File: src/hw/rtl/assert_macros.svh
// assertion macros used by the top-level rtl file
// no dependencies; compiled out when SYNTH is defined
`ifndef ASSERT_MACROS_SVH
`define ASSERT_MACROS_SVH

`ifndef SYNTH

// same-cycle implication, checked out of reset
`define MPA_ASSERT_IMP(label, clk, rst_n, ante, cons) \
    label: assert property (@(posedge clk) disable iff (!rst_n) (ante) |-> (cons)) \
        else $error("same-cycle check failed");

// next-cycle implication, checked out of reset
`define MPA_ASSERT_NXT(label, clk, rst_n, ante, cons) \
    label: assert property (@(posedge clk) disable iff (!rst_n) (ante) |=> (cons)) \
        else $error("next-cycle check failed");

`else

`define MPA_ASSERT_IMP(label, clk, rst_n, ante, cons)
`define MPA_ASSERT_NXT(label, clk, rst_n, ante, cons)

`endif

`endif

File: src/hw/rtl/mpa_pkg.sv
// constants, types and helpers of the max pooling unit
// no dependencies
package mpa_pkg;

    localparam int MAX_KERNEL   = 8;
    localparam int MAX_WIDTH    = 1024;
    localparam int MAX_HEIGHT   = 1024;
    localparam int MAX_CHANNELS = 1024;

    localparam int PIX_W     = 16;
    localparam int IDX_W     = 30;
    localparam int K_W       = 4;
    localparam int DIM_W     = 11;
    localparam int CFG_IDX_W = 3;

    localparam int COL_W  = (MAX_WIDTH > 1) ? $clog2(MAX_WIDTH) : 1;
    localparam int ROW_W  = (MAX_HEIGHT > 1) ? $clog2(MAX_HEIGHT) : 1;
    localparam int CH_W   = (MAX_CHANNELS > 1) ? $clog2(MAX_CHANNELS) : 1;
    localparam int SLOT_W = (MAX_KERNEL > 1) ? $clog2(MAX_KERNEL) : 1;
    localparam int SLOT_CALC_W = K_W + 1;
    localparam int OFF_W  = K_W + DIM_W;

    localparam int ADDR_W      = SLOT_W + COL_W;
    localparam int STORE_DEPTH = MAX_KERNEL * (2 ** COL_W);

    localparam int FIFO_DEPTH = 4;
    localparam int FIFO_PTR_W = $clog2(FIFO_DEPTH);

    typedef enum logic [CFG_IDX_W-1:0] {
        REG_KERNEL_SIZE  = 3'd0,
        REG_STRIDE       = 3'd1,
        REG_CHANNELS     = 3'd2,
        REG_PLANE_HEIGHT = 3'd3,
        REG_PLANE_WIDTH  = 3'd4
    } cfg_reg_t;

    typedef struct packed {
        logic [K_W-1:0]   k;
        logic [DIM_W-1:0] row_step;
    } scan_cfg_t;

    typedef struct packed {
        logic [SLOT_W-1:0] top_slot;
        logic [COL_W-1:0]  left;
        logic [IDX_W-1:0]  base_idx;
        logic              last;
    } job_t;

    typedef struct packed {
        logic              en;
        logic [ADDR_W-1:0] addr;
        logic [PIX_W-1:0]  data;
    } store_wr_t;

    typedef struct packed {
        logic busy;
    } back_stat_t;

    function automatic logic [DIM_W-1:0] clamp_dim(input logic [DIM_W-1:0] v,
                                                   input logic [DIM_W-1:0] max_v);
        logic [DIM_W-1:0] r;
        if (v == '0)
        begin
            r = DIM_W'(1);
        end
        else if (v > max_v)
        begin
            r = max_v;
        end
        else
        begin
            r = v;
        end
        return r;
    endfunction

endpackage

File: src/hw/rtl/mpa_job_fifo.sv
// short queue of window scan jobs between front and back
// depends on mpa_pkg
module mpa_job_fifo (
    input  logic          clk,
    input  logic          rst_n,
    input  logic          push,
    input  mpa_pkg::job_t push_job,
    input  logic          pop,
    output mpa_pkg::job_t head_job,
    output logic          empty,
    output logic          full
);

    mpa_pkg::job_t                    entries [mpa_pkg::FIFO_DEPTH];
    logic [mpa_pkg::FIFO_PTR_W-1:0]   wr_ptr_reg, wr_ptr_next;
    logic [mpa_pkg::FIFO_PTR_W-1:0]   rd_ptr_reg, rd_ptr_next;
    logic [mpa_pkg::FIFO_PTR_W:0]     count_reg, count_next;

    assign empty    = (count_reg == '0);
    assign full     = (count_reg == (mpa_pkg::FIFO_PTR_W + 1)'(mpa_pkg::FIFO_DEPTH));
    assign head_job = entries[rd_ptr_reg];

    always_comb
    begin
        wr_ptr_next = wr_ptr_reg;
        rd_ptr_next = rd_ptr_reg;
        count_next  = count_reg;
        if (push)
        begin
            wr_ptr_next = wr_ptr_reg + 1'b1;
        end
        if (pop)
        begin
            rd_ptr_next = rd_ptr_reg + 1'b1;
        end
        if (push && !pop)
        begin
            count_next = count_reg + 1'b1;
        end
        else if (pop && !push)
        begin
            count_next = count_reg - 1'b1;
        end
    end

    always_ff @(posedge clk or negedge rst_n)
    begin
        if (!rst_n)
        begin
            wr_ptr_reg <= '0;
            rd_ptr_reg <= '0;
            count_reg  <= '0;
        end
        else
        begin
            wr_ptr_reg <= wr_ptr_next;
            rd_ptr_reg <= rd_ptr_next;
            count_reg  <= count_next;
        end
    end

    always_ff @(posedge clk)
    begin
        if (push)
        begin
            entries[wr_ptr_reg] <= push_job;
        end
    end

endmodule

File: config.mk
export PLATFORM = sky130hd
export DESIGN_NAME = mpa_job_fifo
export DESIGN_NICKNAME = d
export VERILOG_FILES = /design/src/hw/rtl/assert_macros.svh /design/src/hw/rtl/mpa_pkg.sv /design/src/hw/rtl/mpa_job_fifo.sv
export SDC_FILE = /design/constraint.sdc
export NUM_CORES = 1
export LEC_CHECK = 0
export ABC_AREA = 1
export BUFFER_PORTS_ARGS = -buffer_cell sky130_fd_sc_hd__clkbuf_2
export CORE_ASPECT_RATIO = 1.2
export CORE_MARGIN = 2
export CORE_UTILIZATION = 28
export DETAILED_ROUTE_END_ITERATION = 16
export PLACE_DENSITY = 0.52
export SYNTH_ARGS = -nofsm -noshare
export SYNTH_HDL_FRONTEND = slang
export SYNTH_SLANG_ARGS = --single-unit
export TNS_END_PERCENT = 30
File: constraint.sdc
create_clock -name clk -period 2.8 [get_ports clk]
set_input_delay 0.42 -clock clk [delete_from_list [all_inputs] [get_ports clk]]
set_output_delay 0.42 -clock clk [all_outputs]
set_load 0.01 [all_outputs]
==> results.yml <==
logic_synthesis:
  syn_avg_cell_area_um2: 13.3
  synth_cell_type_count: 20
  ys_ff_latch: 183
  synth-seq-area-share_pct: 73.0
  ys_warn_count: 0
  synth_cells: 561
  yosysTopAreaCellShare_pct: 70.6
  synth_nets: 615
  yosysTopAreaCell: "edfxtp_1"
  ys_top_cells_by_area: "edfxtp_1, o211ai_1, nand2_1, inv_1, dfrtp_1"
  synthesis.area_mm2: 0.00748
cells_and_area:
  antenna_cells: 0
  fill_cells: 2576
  largest_register_ffs: 176
  finalNonFillerCells: 1003
  syn_to_final_growth_pct: 18.2
  multiInputGateArea_mm2: 0.00139
  finalNetCount: 709
  drive_gt1_share_pct: 22.3
  regArea_mm2: 0.00547
timing:
  post-route-period-util_pct: 78.8
  final-hold-violation-count: 0
  fin_worst_skew_ps: 8.86
  worst_pin_slew_ps: 577
  fmax_mhz: 453
  drv_slew: 0
  tns_ps: 0
  grt_setup_unrepaired: "no"
  finalCriticalPeriod_ps: 2210
  finalSetupViolCount: 0
  relSlewSlack_pct: 61.5
clocking:
  cts_resized: 0
  post_cts_buffers: 0
  cts.path.max_buffers: 2
  clk_pin_slew_ps: 70
  cts_root_buffer: "clkbuf_16"
  cts_buffers: 17
  cts-htree-levels: 4
  cts_tree: "built"
  clock-sinks: 183
  clock_latency_ps: 430
worst_hold_path:
  hp-class: "input port to flip-flop"
  hold_depth: 1
routing:
  drc: 0
  vias: 4260
  drtAntennaViolNets: 0
  wl_per_cell_um: 14.6
  first_pass_iters: 4
  drt_wl_total_um: 14700
  vias_per_cell: 4.25
  drt_iter0_drc: 198
setup_path:
  slowest_stage: "dfrtp_4"
  startpoint_type: "flip-flop"
  crit_type: "flip-flop to output pin"
  path_delay_family: "flip-flops"
  path_depth: 5
  crit_fanout: 32
  worst_path_most_repeated_cell: "nand2_1"
  worstSetupEndpointType: "output pin"
  critPathArrivalTime_ps: 1790
  required_ps: 2380
  cp_cell_sequence: "buf_4 > nand2_1 > o211ai_1 > nand2_1 > clkbuf_2"
  slowest_delay_ps: 550
  path_buf_inv: 2
  rr_worst_depth: 5
global_routing:
  grt_pass1_wl_um: 22600
  grt_max_degree: 71
  grt_pass1_vias: 4167
  grt_usage_pct: 10.7
  grt.overflow.total: 0
  antenna_found_initial: 0
pwr:
  pwr-share-comb_pct: 33.8
  irDropWorstVdd_mv: 0.626
  leakage_nw: 3.55
  pwr-share-seq_pct: 41.2
  swShare_pct: 35.3
  switchingPower_w: 0.00322
  power_density_mw_per_mm2: 1030
  power_frac_clock_pct: 24.9
  internal_power_w: 0.00591
place:
  port_buffers: 93
  place_congestion: 0.684
  place_hpwl_um: 8610
  dp_cells: 970
die:
  initial_core_util_pct: 28.5
  row_count: 65
  die_area_mm2: 0.0281
  fp.dieH_um: 183
  coreArea_mm2: 0.0263
  pin_count: 94
  fp.dieW_um: 153
run:
  max_cap_violations: 0
run_status:
  status: "complete, no violations"
per-layer routing:
layer / GRT usage [%] / share of wire [%]
met2: 19.2 / 53
met3: 2.81 / 3.8
met4: 4.15 / 1.5
met5: 0 / 0
met1: 12.3 / 42
logic make-up (layout without fill, tap and decap cells):
| group | count (synthesis) | after routing | share of synthesized area [%] |
|---|---|---|---|
| compound gates | 89 | 89 | 9.50 |
| xor+xnor | 4 | 4 | 0.468 |
| fa+ha+maj | 6 | 6 | 1.10 |
| buf+inv | 130 | 237 | 8.39 |
| flops | 183 | 183 | 73.0 |
| simple gates | 149 | 149 | 7.56 |
metrics by stage:
stage	total power (W)	setup WS [ps]	util, %	instance area [um2]	hold WS, ps
floorplan	0.00597	828	-	7480	124
global placement	0.00699	956	31.5	8280	275
detailed placement	0.00703	917	31.5	8280	277
CTS	0.00934	492	33.7	8840	174
global route	0.00974	433	33.7	8840	187
finish	0.00913	595	33.7	8840	202
final timing paths:
check                         startpoint              to  slack, ps
max                        rd_ptr_reg[0]    head_job[40]        590
min                         push_job[28]  entries[3][28]        200
max reg2reg                wr_ptr_reg[1]  entries[0][13]       1000
min reg2reg                 count_reg[2]    count_reg[2]        500
max in group asynchronous          rst_n   rd_ptr_reg[0]       2230
min in group asynchronous          rst_n    count_reg[0]        370
worst register-to-register path: cells and delay by family (launching register included):
family / cells / cell delay (ps)
and+or+nand+nor: 1 / 50
DFF: 1 / 400
adders and majority gates: 1 / 150
buffers and inverters: 3 / 850
area by class of cell:
| type | instances | share of cell area (%) |
|---|---|---|
| Sequential cell | 183 | 61.8 |
| Multi-Input combinational cell | 248 | 15.8 |
| Timing Repair Buffer | 105 | 7.16 |
| Clock buffer | 18 | 4.85 |
| Tap cell | 335 | 4.74 |
| Inverter | 100 | 4.24 |
| Clock inverter | 14 | 1.44 |
power by group through the flow:
| stage | clock, W | combinational [W] | sequential, W |
|---|---|---|---|
| after floorplan | 0 | 0.00220 | 0.00377 |
| final | 0.00228 | 0.00309 | 0.00377 |
| after global placement | 0 | 0.00317 | 0.00382 |
| after detailed placement | 0 | 0.00320 | 0.00383 |
| after CTS | 0.00235 | 0.00321 | 0.00377 |
| after global routing | 0.00245 | 0.00347 | 0.00382 |
synthesized netlist by cell type:
cell type and count:
edfxtp_1 176, nand2_1 145, inv_1 99, o211ai_1 79
buf_2 13, buf_6 13, o211ai_2 9, dfrtp_1 7
ha_1 5, xor2_1 3, buf_8 2, nor3_1 2
buf_4 1, clkbuf_1 1, fa_1 1, inv_2 1
nand3_1 1, nand4_1 1, o21ai_1 1, xnor2_1 1
layout by cell type (no fill, tap or decap), types with 3 or more instances in the layout:
cell type and instances:
o211ai_1 79, clkbuf_16 17, xor2_1 3, ha_1 5, inv_1 95, nand2_1 145
buf_4 5, clkinv_4 5, o211ai_2 9, inv_2 5, dfrtp_1 5, clkbuf_2 93
edfxtp_1 176, buf_12 6
repair_timing:
item                                    CTS  global route
hold buffers                              1             0
endpoints found under the setup margin    0             0
hold endpoints to repair                  7             0
(Power assumes the default switching activity.)
