<file path="src/hw/rtl/assert_macros.svh">
// assertion macros used by the top-level rtl file
// no dependencies; compiled out when SYNTH is defined
`ifndef ASSERT_MACROS_SVH
`define ASSERT_MACROS_SVH

`ifndef SYNTH

// same-cycle implication, checked out of reset
`define MPA_ASSERT_IMP(label, clk, rst_n, ante, cons) \
    label: assert property (@(posedge clk) disable iff (!rst_n) (ante) |-> (cons)) \
        else $error("same-cycle check failed");

// next-cycle implication, checked out of reset
`define MPA_ASSERT_NXT(label, clk, rst_n, ante, cons) \
    label: assert property (@(posedge clk) disable iff (!rst_n) (ante) |=> (cons)) \
        else $error("next-cycle check failed");

`else

`define MPA_ASSERT_IMP(label, clk, rst_n, ante, cons)
`define MPA_ASSERT_NXT(label, clk, rst_n, ante, cons)

`endif

`endif

</file>
<file path="src/hw/rtl/mpa_pkg.sv">
// constants, types and helpers of the max pooling unit
// no dependencies
package mpa_pkg;

    localparam int MAX_KERNEL   = 8;
    localparam int MAX_WIDTH    = 1024;
    localparam int MAX_HEIGHT   = 1024;
    localparam int MAX_CHANNELS = 1024;

    localparam int PIX_W     = 16;
    localparam int IDX_W     = 30;
    localparam int K_W       = 4;
    localparam int DIM_W     = 11;
    localparam int CFG_IDX_W = 3;

    localparam int COL_W  = (MAX_WIDTH > 1) ? $clog2(MAX_WIDTH) : 1;
    localparam int ROW_W  = (MAX_HEIGHT > 1) ? $clog2(MAX_HEIGHT) : 1;
    localparam int CH_W   = (MAX_CHANNELS > 1) ? $clog2(MAX_CHANNELS) : 1;
    localparam int SLOT_W = (MAX_KERNEL > 1) ? $clog2(MAX_KERNEL) : 1;
    localparam int SLOT_CALC_W = K_W + 1;
    localparam int OFF_W  = K_W + DIM_W;

    localparam int ADDR_W      = SLOT_W + COL_W;
    localparam int STORE_DEPTH = MAX_KERNEL * (2 ** COL_W);

    localparam int FIFO_DEPTH = 4;
    localparam int FIFO_PTR_W = $clog2(FIFO_DEPTH);

    typedef enum logic [CFG_IDX_W-1:0] {
        REG_KERNEL_SIZE  = 3'd0,
        REG_STRIDE       = 3'd1,
        REG_CHANNELS     = 3'd2,
        REG_PLANE_HEIGHT = 3'd3,
        REG_PLANE_WIDTH  = 3'd4
    } cfg_reg_t;

    typedef struct packed {
        logic [K_W-1:0]   k;
        logic [DIM_W-1:0] row_step;
    } scan_cfg_t;

    typedef struct packed {
        logic [SLOT_W-1:0] top_slot;
        logic [COL_W-1:0]  left;
        logic [IDX_W-1:0]  base_idx;
        logic              last;
    } job_t;

    typedef struct packed {
        logic              en;
        logic [ADDR_W-1:0] addr;
        logic [PIX_W-1:0]  data;
    } store_wr_t;

    typedef struct packed {
        logic busy;
    } back_stat_t;

    function automatic logic [DIM_W-1:0] clamp_dim(input logic [DIM_W-1:0] v,
                                                   input logic [DIM_W-1:0] max_v);
        logic [DIM_W-1:0] r;
        if (v == '0)
        begin
            r = DIM_W'(1);
        end
        else if (v > max_v)
        begin
            r = max_v;
        end
        else
        begin
            r = v;
        end
        return r;
    endfunction

endpackage

</file>
<file path="src/hw/rtl/mpa_if.sv">
// stream interfaces of the max pooling unit: pixel words in, pooled words out
// depends on mpa_pkg
interface mpa_pixel_if;
    logic                             valid;
    logic                             ready;
    logic signed [mpa_pkg::PIX_W-1:0] pixel_value;

    modport source (output valid, output pixel_value, input ready);
    modport sink (input valid, input pixel_value, output ready);
endinterface


</file>
<file path="src/hw/rtl/mpa_front.sv">
// front: config registers, raster position tracking, line store writes
// and detection of window corners; depends on mpa_pkg and mpa_if
module mpa_front (
    input  logic                           clk,
    input  logic                           rst_n,
    mpa_pixel_if.sink                      pixels,
    input  logic                           cfg_write,
    input  logic [mpa_pkg::CFG_IDX_W-1:0]  cfg_index,
    input  logic [mpa_pkg::DIM_W-1:0]      cfg_data,
    input  logic                           pending,
    input  logic                           job_full,
    output logic                           job_push,
    output mpa_pkg::job_t                  job,
    output mpa_pkg::store_wr_t             store_wr,
    output mpa_pkg::scan_cfg_t             scan_cfg
);

    logic [mpa_pkg::K_W-1:0]    kernel_reg, kernel_next;
    logic [mpa_pkg::K_W-1:0]    stride_reg, stride_next;
    logic [mpa_pkg::DIM_W-1:0]  channels_reg, channels_next;
    logic [mpa_pkg::DIM_W-1:0]  height_reg, height_next;
    logic [mpa_pkg::DIM_W-1:0]  width_reg, width_next;

    logic [mpa_pkg::COL_W-1:0]  col_reg, col_next;
    logic [mpa_pkg::ROW_W-1:0]  row_reg, row_next;
    logic [mpa_pkg::CH_W-1:0]   ch_reg, ch_next;
    logic [mpa_pkg::SLOT_W-1:0] slot_reg, slot_next;
    logic [mpa_pkg::K_W-1:0]    cph_reg, cph_next;
    logic [mpa_pkg::K_W-1:0]    rph_reg, rph_next;
    logic [mpa_pkg::IDX_W-1:0]  pix_idx_reg, pix_idx_next;

    logic [mpa_pkg::DIM_W-1:0]       cc, hh, ww;
    logic [mpa_pkg::DIM_W-1:0]       x_w, r_w, c_w, km1_w, s_w;
    logic [mpa_pkg::K_W-1:0]         km1, s;
    logic                            k_ok, trig, accept;
    logic                            at_col_end, at_row_end, at_ch_end;
    logic [mpa_pkg::OFF_W-1:0]       win_off;
    logic [mpa_pkg::SLOT_CALC_W-1:0] slot_x, top_x;

    assign cc = mpa_pkg::clamp_dim(channels_reg, mpa_pkg::DIM_W'(mpa_pkg::MAX_CHANNELS));
    assign hh = mpa_pkg::clamp_dim(height_reg, mpa_pkg::DIM_W'(mpa_pkg::MAX_HEIGHT));
    assign ww = mpa_pkg::clamp_dim(width_reg, mpa_pkg::DIM_W'(mpa_pkg::MAX_WIDTH));

    assign km1   = kernel_reg - 1'b1;
    assign s     = (stride_reg != '0) ? stride_reg : kernel_reg;
    assign km1_w = mpa_pkg::DIM_W'(km1);
    assign s_w   = mpa_pkg::DIM_W'(s);
    assign x_w   = mpa_pkg::DIM_W'(col_reg);
    assign r_w   = mpa_pkg::DIM_W'(row_reg);
    assign c_w   = mpa_pkg::DIM_W'(ch_reg);

    assign k_ok = (kernel_reg != '0)
               && (mpa_pkg::DIM_W'(kernel_reg) <= mpa_pkg::DIM_W'(mpa_pkg::MAX_KERNEL))
               && (mpa_pkg::DIM_W'(kernel_reg) <= hh)
               && (mpa_pkg::DIM_W'(kernel_reg) <= ww);

    assign at_col_end = (x_w == ww - 1'b1);
    assign at_row_end = (r_w == hh - 1'b1);
    assign at_ch_end  = (c_w == cc - 1'b1);

    assign trig = k_ok && (x_w >= km1_w) && (r_w >= km1_w)
               && (cph_reg == '0) && (rph_reg == '0);

    // (k-1)*(w+1): offset from the corner pixel back to the window origin
    assign win_off = mpa_pkg::OFF_W'(km1) * mpa_pkg::OFF_W'(ww) + mpa_pkg::OFF_W'(km1);

    assign slot_x = mpa_pkg::SLOT_CALC_W'(slot_reg);
    assign top_x  = (slot_x >= mpa_pkg::SLOT_CALC_W'(km1))
                  ? slot_x - mpa_pkg::SLOT_CALC_W'(km1)
                  : slot_x + mpa_pkg::SLOT_CALC_W'(mpa_pkg::MAX_KERNEL)
                           - mpa_pkg::SLOT_CALC_W'(km1);

    // a new row may overwrite rows that queued scans still read
    assign pixels.ready = !job_full && !((col_reg == '0) && pending);
    assign accept       = pixels.valid && pixels.ready;

    assign job_push     = accept && trig;
    assign job.top_slot = mpa_pkg::SLOT_W'(top_x);
    assign job.left     = col_reg - mpa_pkg::COL_W'(km1);
    assign job.base_idx = pix_idx_reg - mpa_pkg::IDX_W'(win_off);
    assign job.last     = at_ch_end && ((r_w + s_w) >= hh) && ((x_w + s_w) >= ww);

    assign store_wr.en   = accept;
    assign store_wr.addr = {slot_reg, col_reg};
    assign store_wr.data = pixels.pixel_value;

    assign scan_cfg.k        = kernel_reg;
    assign scan_cfg.row_step = ww - km1_w;

    always_comb
    begin
        kernel_next   = kernel_reg;
        stride_next   = stride_reg;
        channels_next = channels_reg;
        height_next   = height_reg;
        width_next    = width_reg;
        col_next      = col_reg;
        row_next      = row_reg;
        ch_next       = ch_reg;
        slot_next     = slot_reg;
        cph_next      = cph_reg;
        rph_next      = rph_reg;
        pix_idx_next  = pix_idx_reg;

        if (cfg_write)
        begin
            case (cfg_index)
                mpa_pkg::REG_KERNEL_SIZE:  kernel_next   = cfg_data[mpa_pkg::K_W-1:0];
                mpa_pkg::REG_STRIDE:       stride_next   = cfg_data[mpa_pkg::K_W-1:0];
                mpa_pkg::REG_CHANNELS:     channels_next = cfg_data;
                mpa_pkg::REG_PLANE_HEIGHT: height_next   = cfg_data;
                mpa_pkg::REG_PLANE_WIDTH:  width_next    = cfg_data;
                default:                   ;
            endcase
            col_next     = '0;
            row_next     = '0;
            ch_next      = '0;
            slot_next    = '0;
            cph_next     = '0;
            rph_next     = '0;
            pix_idx_next = '0;
        end
        else if (accept)
        begin
            pix_idx_next = (at_col_end && at_row_end && at_ch_end) ? '0 : pix_idx_reg + 1'b1;
            if (at_col_end)
            begin
                col_next = '0;
                cph_next = '0;
                if (at_row_end)
                begin
                    row_next  = '0;
                    slot_next = '0;
                    rph_next  = '0;
                    ch_next   = at_ch_end ? '0 : ch_reg + 1'b1;
                end
                else
                begin
                    row_next  = row_reg + 1'b1;
                    slot_next = (slot_reg == mpa_pkg::SLOT_W'(mpa_pkg::MAX_KERNEL - 1))
                              ? '0 : slot_reg + 1'b1;
                    if (r_w >= km1_w)
                    begin
                        rph_next = (rph_reg == '0) ? s - 1'b1 : rph_reg - 1'b1;
                    end
                end
            end
            else
            begin
                col_next = col_reg + 1'b1;
                if (x_w >= km1_w)
                begin
                    cph_next = (cph_reg == '0) ? s - 1'b1 : cph_reg - 1'b1;
                end
            end
        end
    end

    always_ff @(posedge clk or negedge rst_n)
    begin
        if (!rst_n)
        begin
            kernel_reg   <= mpa_pkg::K_W'(2);
            stride_reg   <= '0;
            channels_reg <= mpa_pkg::DIM_W'(1);
            height_reg   <= mpa_pkg::DIM_W'(1);
            width_reg    <= mpa_pkg::DIM_W'(1);
            col_reg      <= '0;
            row_reg      <= '0;
            ch_reg       <= '0;
            slot_reg     <= '0;
            cph_reg      <= '0;
            rph_reg      <= '0;
            pix_idx_reg  <= '0;
        end
        else
        begin
            kernel_reg   <= kernel_next;
            stride_reg   <= stride_next;
            channels_reg <= channels_next;
            height_reg   <= height_next;
            width_reg    <= width_next;
            col_reg      <= col_next;
            row_reg      <= row_next;
            ch_reg       <= ch_next;
            slot_reg     <= slot_next;
            cph_reg      <= cph_next;
            rph_reg      <= rph_next;
            pix_idx_reg  <= pix_idx_next;
        end
    end

endmodule

</file>
<file path="src/flat_wrapper.sv">
// flat-port wrapper written by rule: the top's interface ports become plain ports
module mpa_front_flat 
  (clk, rst_n, cfg_write, cfg_index, cfg_data, pending, job_full, job_push, job, store_wr, scan_cfg, pixels_valid, pixels_pixel_value, pixels_ready);
  mpa_pixel_if pixels_i ();
  input  logic clk;
  input  logic rst_n;
  input  logic cfg_write;
  input  logic [mpa_pkg::CFG_IDX_W-1:0] cfg_index;
  input  logic [mpa_pkg::DIM_W-1:0] cfg_data;
  input  logic pending;
  input  logic job_full;
  output logic job_push;
  output mpa_pkg::job_t job;
  output mpa_pkg::store_wr_t store_wr;
  output mpa_pkg::scan_cfg_t scan_cfg;
  input wire logic [$bits(pixels_i.valid)-1:0] pixels_valid;
  input wire logic [$bits(pixels_i.pixel_value)-1:0] pixels_pixel_value;
  output wire logic [$bits(pixels_i.ready)-1:0] pixels_ready;
  assign pixels_i.valid = pixels_valid;
  assign pixels_i.pixel_value = pixels_pixel_value;
  assign pixels_ready = pixels_i.ready;
  mpa_front u_core (.clk(clk), .rst_n(rst_n), .pixels(pixels_i), .cfg_write(cfg_write), .cfg_index(cfg_index), .cfg_data(cfg_data), .pending(pending), .job_full(job_full), .job_push(job_push), .job(job), .store_wr(store_wr), .scan_cfg(scan_cfg));
endmodule
</file>
<file path="config.mk">
export PLATFORM = sky130hd
export DESIGN_NAME = mpa_front_flat
export DESIGN_NICKNAME = d
export VERILOG_FILES = /design/src/hw/rtl/assert_macros.svh /design/src/hw/rtl/mpa_pkg.sv /design/src/hw/rtl/mpa_if.sv /design/src/hw/rtl/mpa_front.sv /design/src/flat_wrapper.sv
export SDC_FILE = /design/constraint.sdc
export NUM_CORES = 1
export LEC_CHECK = 0
export ABC_AREA = 1
export BUFFER_PORTS_ARGS = -buffer_cell sky130_fd_sc_hd__buf_2
export CAP_MARGIN = 20
export CORE_UTILIZATION = 55
export CTS_CLUSTER_SIZE = 24
export DETAILED_ROUTE_END_ITERATION = 12
export PLACE_DENSITY = 0.75
export SLEW_MARGIN = 20
export SYNTH_ARGS = -nofsm -noshare
export SYNTH_HDL_FRONTEND = slang
export SYNTH_SLANG_ARGS = --single-unit
</file>
<file path="constraint.sdc">
create_clock -name clk -period 10.5 [get_ports clk]
set_input_delay 3.15 -clock clk [delete_from_list [all_inputs] [get_ports clk]]
set_output_delay 3.15 -clock clk [all_outputs]
set_load 0.05 [all_outputs]
</file>
==> qor.yml <==
drc: 0
drt-total-wl_um: 32000
hpwl_um: 24800
area_growth_pct: 7.56
period_share: 0.953
syn_area_per_cell_um2: 6.88
clkSinkCount: 112
netlist_area_um2: 12000
path_max_fanout: 12
ys_seq_area_frac: 0.233
leakage_nw: 6.92
grt_overflow: 0
relSlewSlack: 0.283
rr_startpoint: "u_core.channels_reg[2]"
min-delay-start: "u_core.channels_reg[0]"
cp-end-kind: "output port"
peakVddDrop_uv: 272
synth-xor-area-share: 0.0917
synth_adder_area_share: 0.161
finClkSkew_ns: 0.0187
cts_tree: "built"
largest_reg_flops: 30
final_cell_mix: "nand2_1, inv_1, nor2_1, nand3_1, ha_1"
synth_top_family_by_area: "simple AND/OR/NAND/NOR gates"
synth_edf_count: 0
status: "finished clean"
r2r_cells: 15
wl_per_cell_um: 15.3
layout.cells.non_filler: 2093
drt_first_pass_iters: 5
worst_setup_hold_path_clk_slew_ns: 0.08
portBuffers: 94
clk_latency_ns: 0.38
initial_core_util: 0.567
final_common_cell: "nand2_1"
worstHoldPathCells: 2
startpoint: "u_core.kernel_reg[0]"
async_flop_share: 1.00
power.density_nw_per_um2: 238
pre_cts_slack_ns: 0.520
core_um2: 21200
rsz0062_at_grt: "no"
gr-usage-all-layers: 0.291
cp_common_cell: "nor2_1"
synth.area.mux_share: 0
worst-setup-path-type: "reg -> out"
synth_compound_area_frac: 0.0967
critPathSlowestCell: "fa_1"
h-tree-depth: 3
final.setup.worst_slack_ns: 0.494
grt_max_degree: 74
dieArea_um2: 22500
setup_tns_ns: 0
routabilityCongestion: 0.919
dpl.cell_count: 2073
hp-class: "reg -> reg"
drv_cap: 0
grt_pass1_wl_um: 52200
ys_warn_count: 0
num_vias: 11500
syn_nets: 1925
ant_nets: 0
fmax_mhz: 99.9
synthSimpleGateAreaFrac: 0.321
antenna-diode-count: 0
synthFlopType: "dfrtp_1"
tightestPinTransition_ns: 1.06
cts_buffers: 9
clockBufferDepth: 2
clockRootBuffer: "clkbuf_16"
antenna_found_initial: 0
synth_seq_cells: 112
critPathArrivalTime_ns: 6.86
finish.net_count: 1988
final_util: 0.610
num_rows: 53
cp.required_ns: 7.35
fp.dieH_um: 150
grt_pass1_vias: 10700
die_w_um: 150
drtIter0Drc: 820
slowest_delay_ns: 0.55
drv_slew: 0
drive_gt1_frac: 0.0979
ys_types: 52
crit_path_start_kind: "register"
p_total_mw: 3.09
fin_crit_ns: 10.01
finalHoldViolations: 0
synthCells: 1750
vias_per_cell: 5.51
ioPinCount: 127
finalSetupViolCount: 0
## area by class of cell
class | instances | area, um2
inverter | 228 | 856
timing repair buffer | 104 | 551
fill | 1998 | 8280
clock inverter | 5 | 47.5
tap | 275 | 344
sequential | 112 | 2810
multi-input combinational | 1358 | 8090
clock buffer | 11 | 243
## path summary, 6_finish.rpt
kind                                     endpoint  slack, ns
min in group asynchronous  u_core.pix_idx_reg[16]       2.73
setup / recovery                          job[29]       0.49
hold / removal             u_core.channels_reg[0]       0.51
hold reg to reg            u_core.channels_reg[0]       0.51
max in group asynchronous       u_core.row_reg[4]       6.40
setup reg to reg            u_core.pix_idx_reg[8]       6.95
## cell usage after synthesis (2+ instances only)
master / n / area [um2]
nand2_1: 448 / 1680
inv_1: 213 / 800
nor2_1: 178 / 668
nand3_1: 132 / 661
ha_1: 113 / 1410
dfrtp_1: 108 / 2700
xor2_1: 102 / 893
o21ai_0: 88 / 440
a21oi_1: 58 / 290
nor3_1: 44 / 220
nand4_1: 29 / 181
fa_1: 26 / 521
clkbuf_1: 25 / 93.8
xnor2_1: 24 / 210
buf_4: 20 / 150
nand3b_1: 18 / 135
o21ai_1: 16 / 80.1
inv_2: 10 / 37.5
nand2_4: 8 / 90.1
o211ai_1: 8 / 60.1
nand2_2: 7 / 43.8
or2_2: 6 / 37.5
a21boi_0: 5 / 37.5
clkinv_1: 5 / 18.8
o21bai_1: 5 / 37.5
a31oi_1: 4 / 25.0
buf_6: 4 / 45.0
dfstp_2: 4 / 105
nor2_2: 4 / 25.0
o41ai_1: 4 / 35.0
a21o_1: 3 / 22.5
buf_2: 3 / 15.0
nor4_1: 3 / 18.8
o21ai_2: 3 / 26.3
and2_1: 2 / 12.5
and3_1: 2 / 12.5
nand3_2: 2 / 20.0
o22ai_1: 2 / 12.5
## cells by family (layout without fill, tap and decap cells)
group | count (synthesis) | after routing
and+or+nand+nor | 887 | 887
xor gates and xnor gates | 126 | 126
buffers and inverters | 280 | 348
adders and majority gates | 139 | 139
DFF | 112 | 112
AOI/OAI and AO/OA | 206 | 206
## metal layers
metal / vias to the layer above / global-route usage / wire (um)
li1: 5776 / - / -
met1: 5357 / 0.388 / 14200
met2: 361 / 0.485 / 14800
met3: 47 / 0.0494 / 2310
met4: 0 / 0.0798 / 644
met5: - / 0 / 0
## what timing repair did
item                                    4_1_cts  5_1_grt
gates resized for setup                       0       12
endpoints found under the setup margin        0       13
hold buffers                                  0        0
setup buffers                                 0        4
hold endpoints to repair                      0        0
## worst max-delay path: cells and delay by family, from the launching register on
| kind | cells | cell delay (ns) |
|---|---|---|
| adder cells (fa/ha/maj) | 6 | 2.45 |
| AND/OR/NAND/NOR | 12 | 1.51 |
| AO/OA/AOI/OAI | 7 | 0.96 |
| buffers and inverters | 5 | 0.64 |
| flip-flops | 1 | 0.54 |
| XOR/XNOR | 2 | 0.37 |
## metrics by stage
step | hold slack (ns) | cell area (um2)
after floorplan | 0.465 | 12000
after global placement | 0.482 | 12600
after detailed placement | 0.490 | 12600
after CTS | 0.503 | 12900
after global routing | 0.526 | 12900
final | 0.505 | 12900
## power by group
group	internal [mW]	leakage, nW	switching (mW)
clock network	0.173	0.144	0.183
registers	0.485	1.49	0.0824
logic	0.646	5.29	1.52
Note: power is estimated with default switching activity, not from simulation.
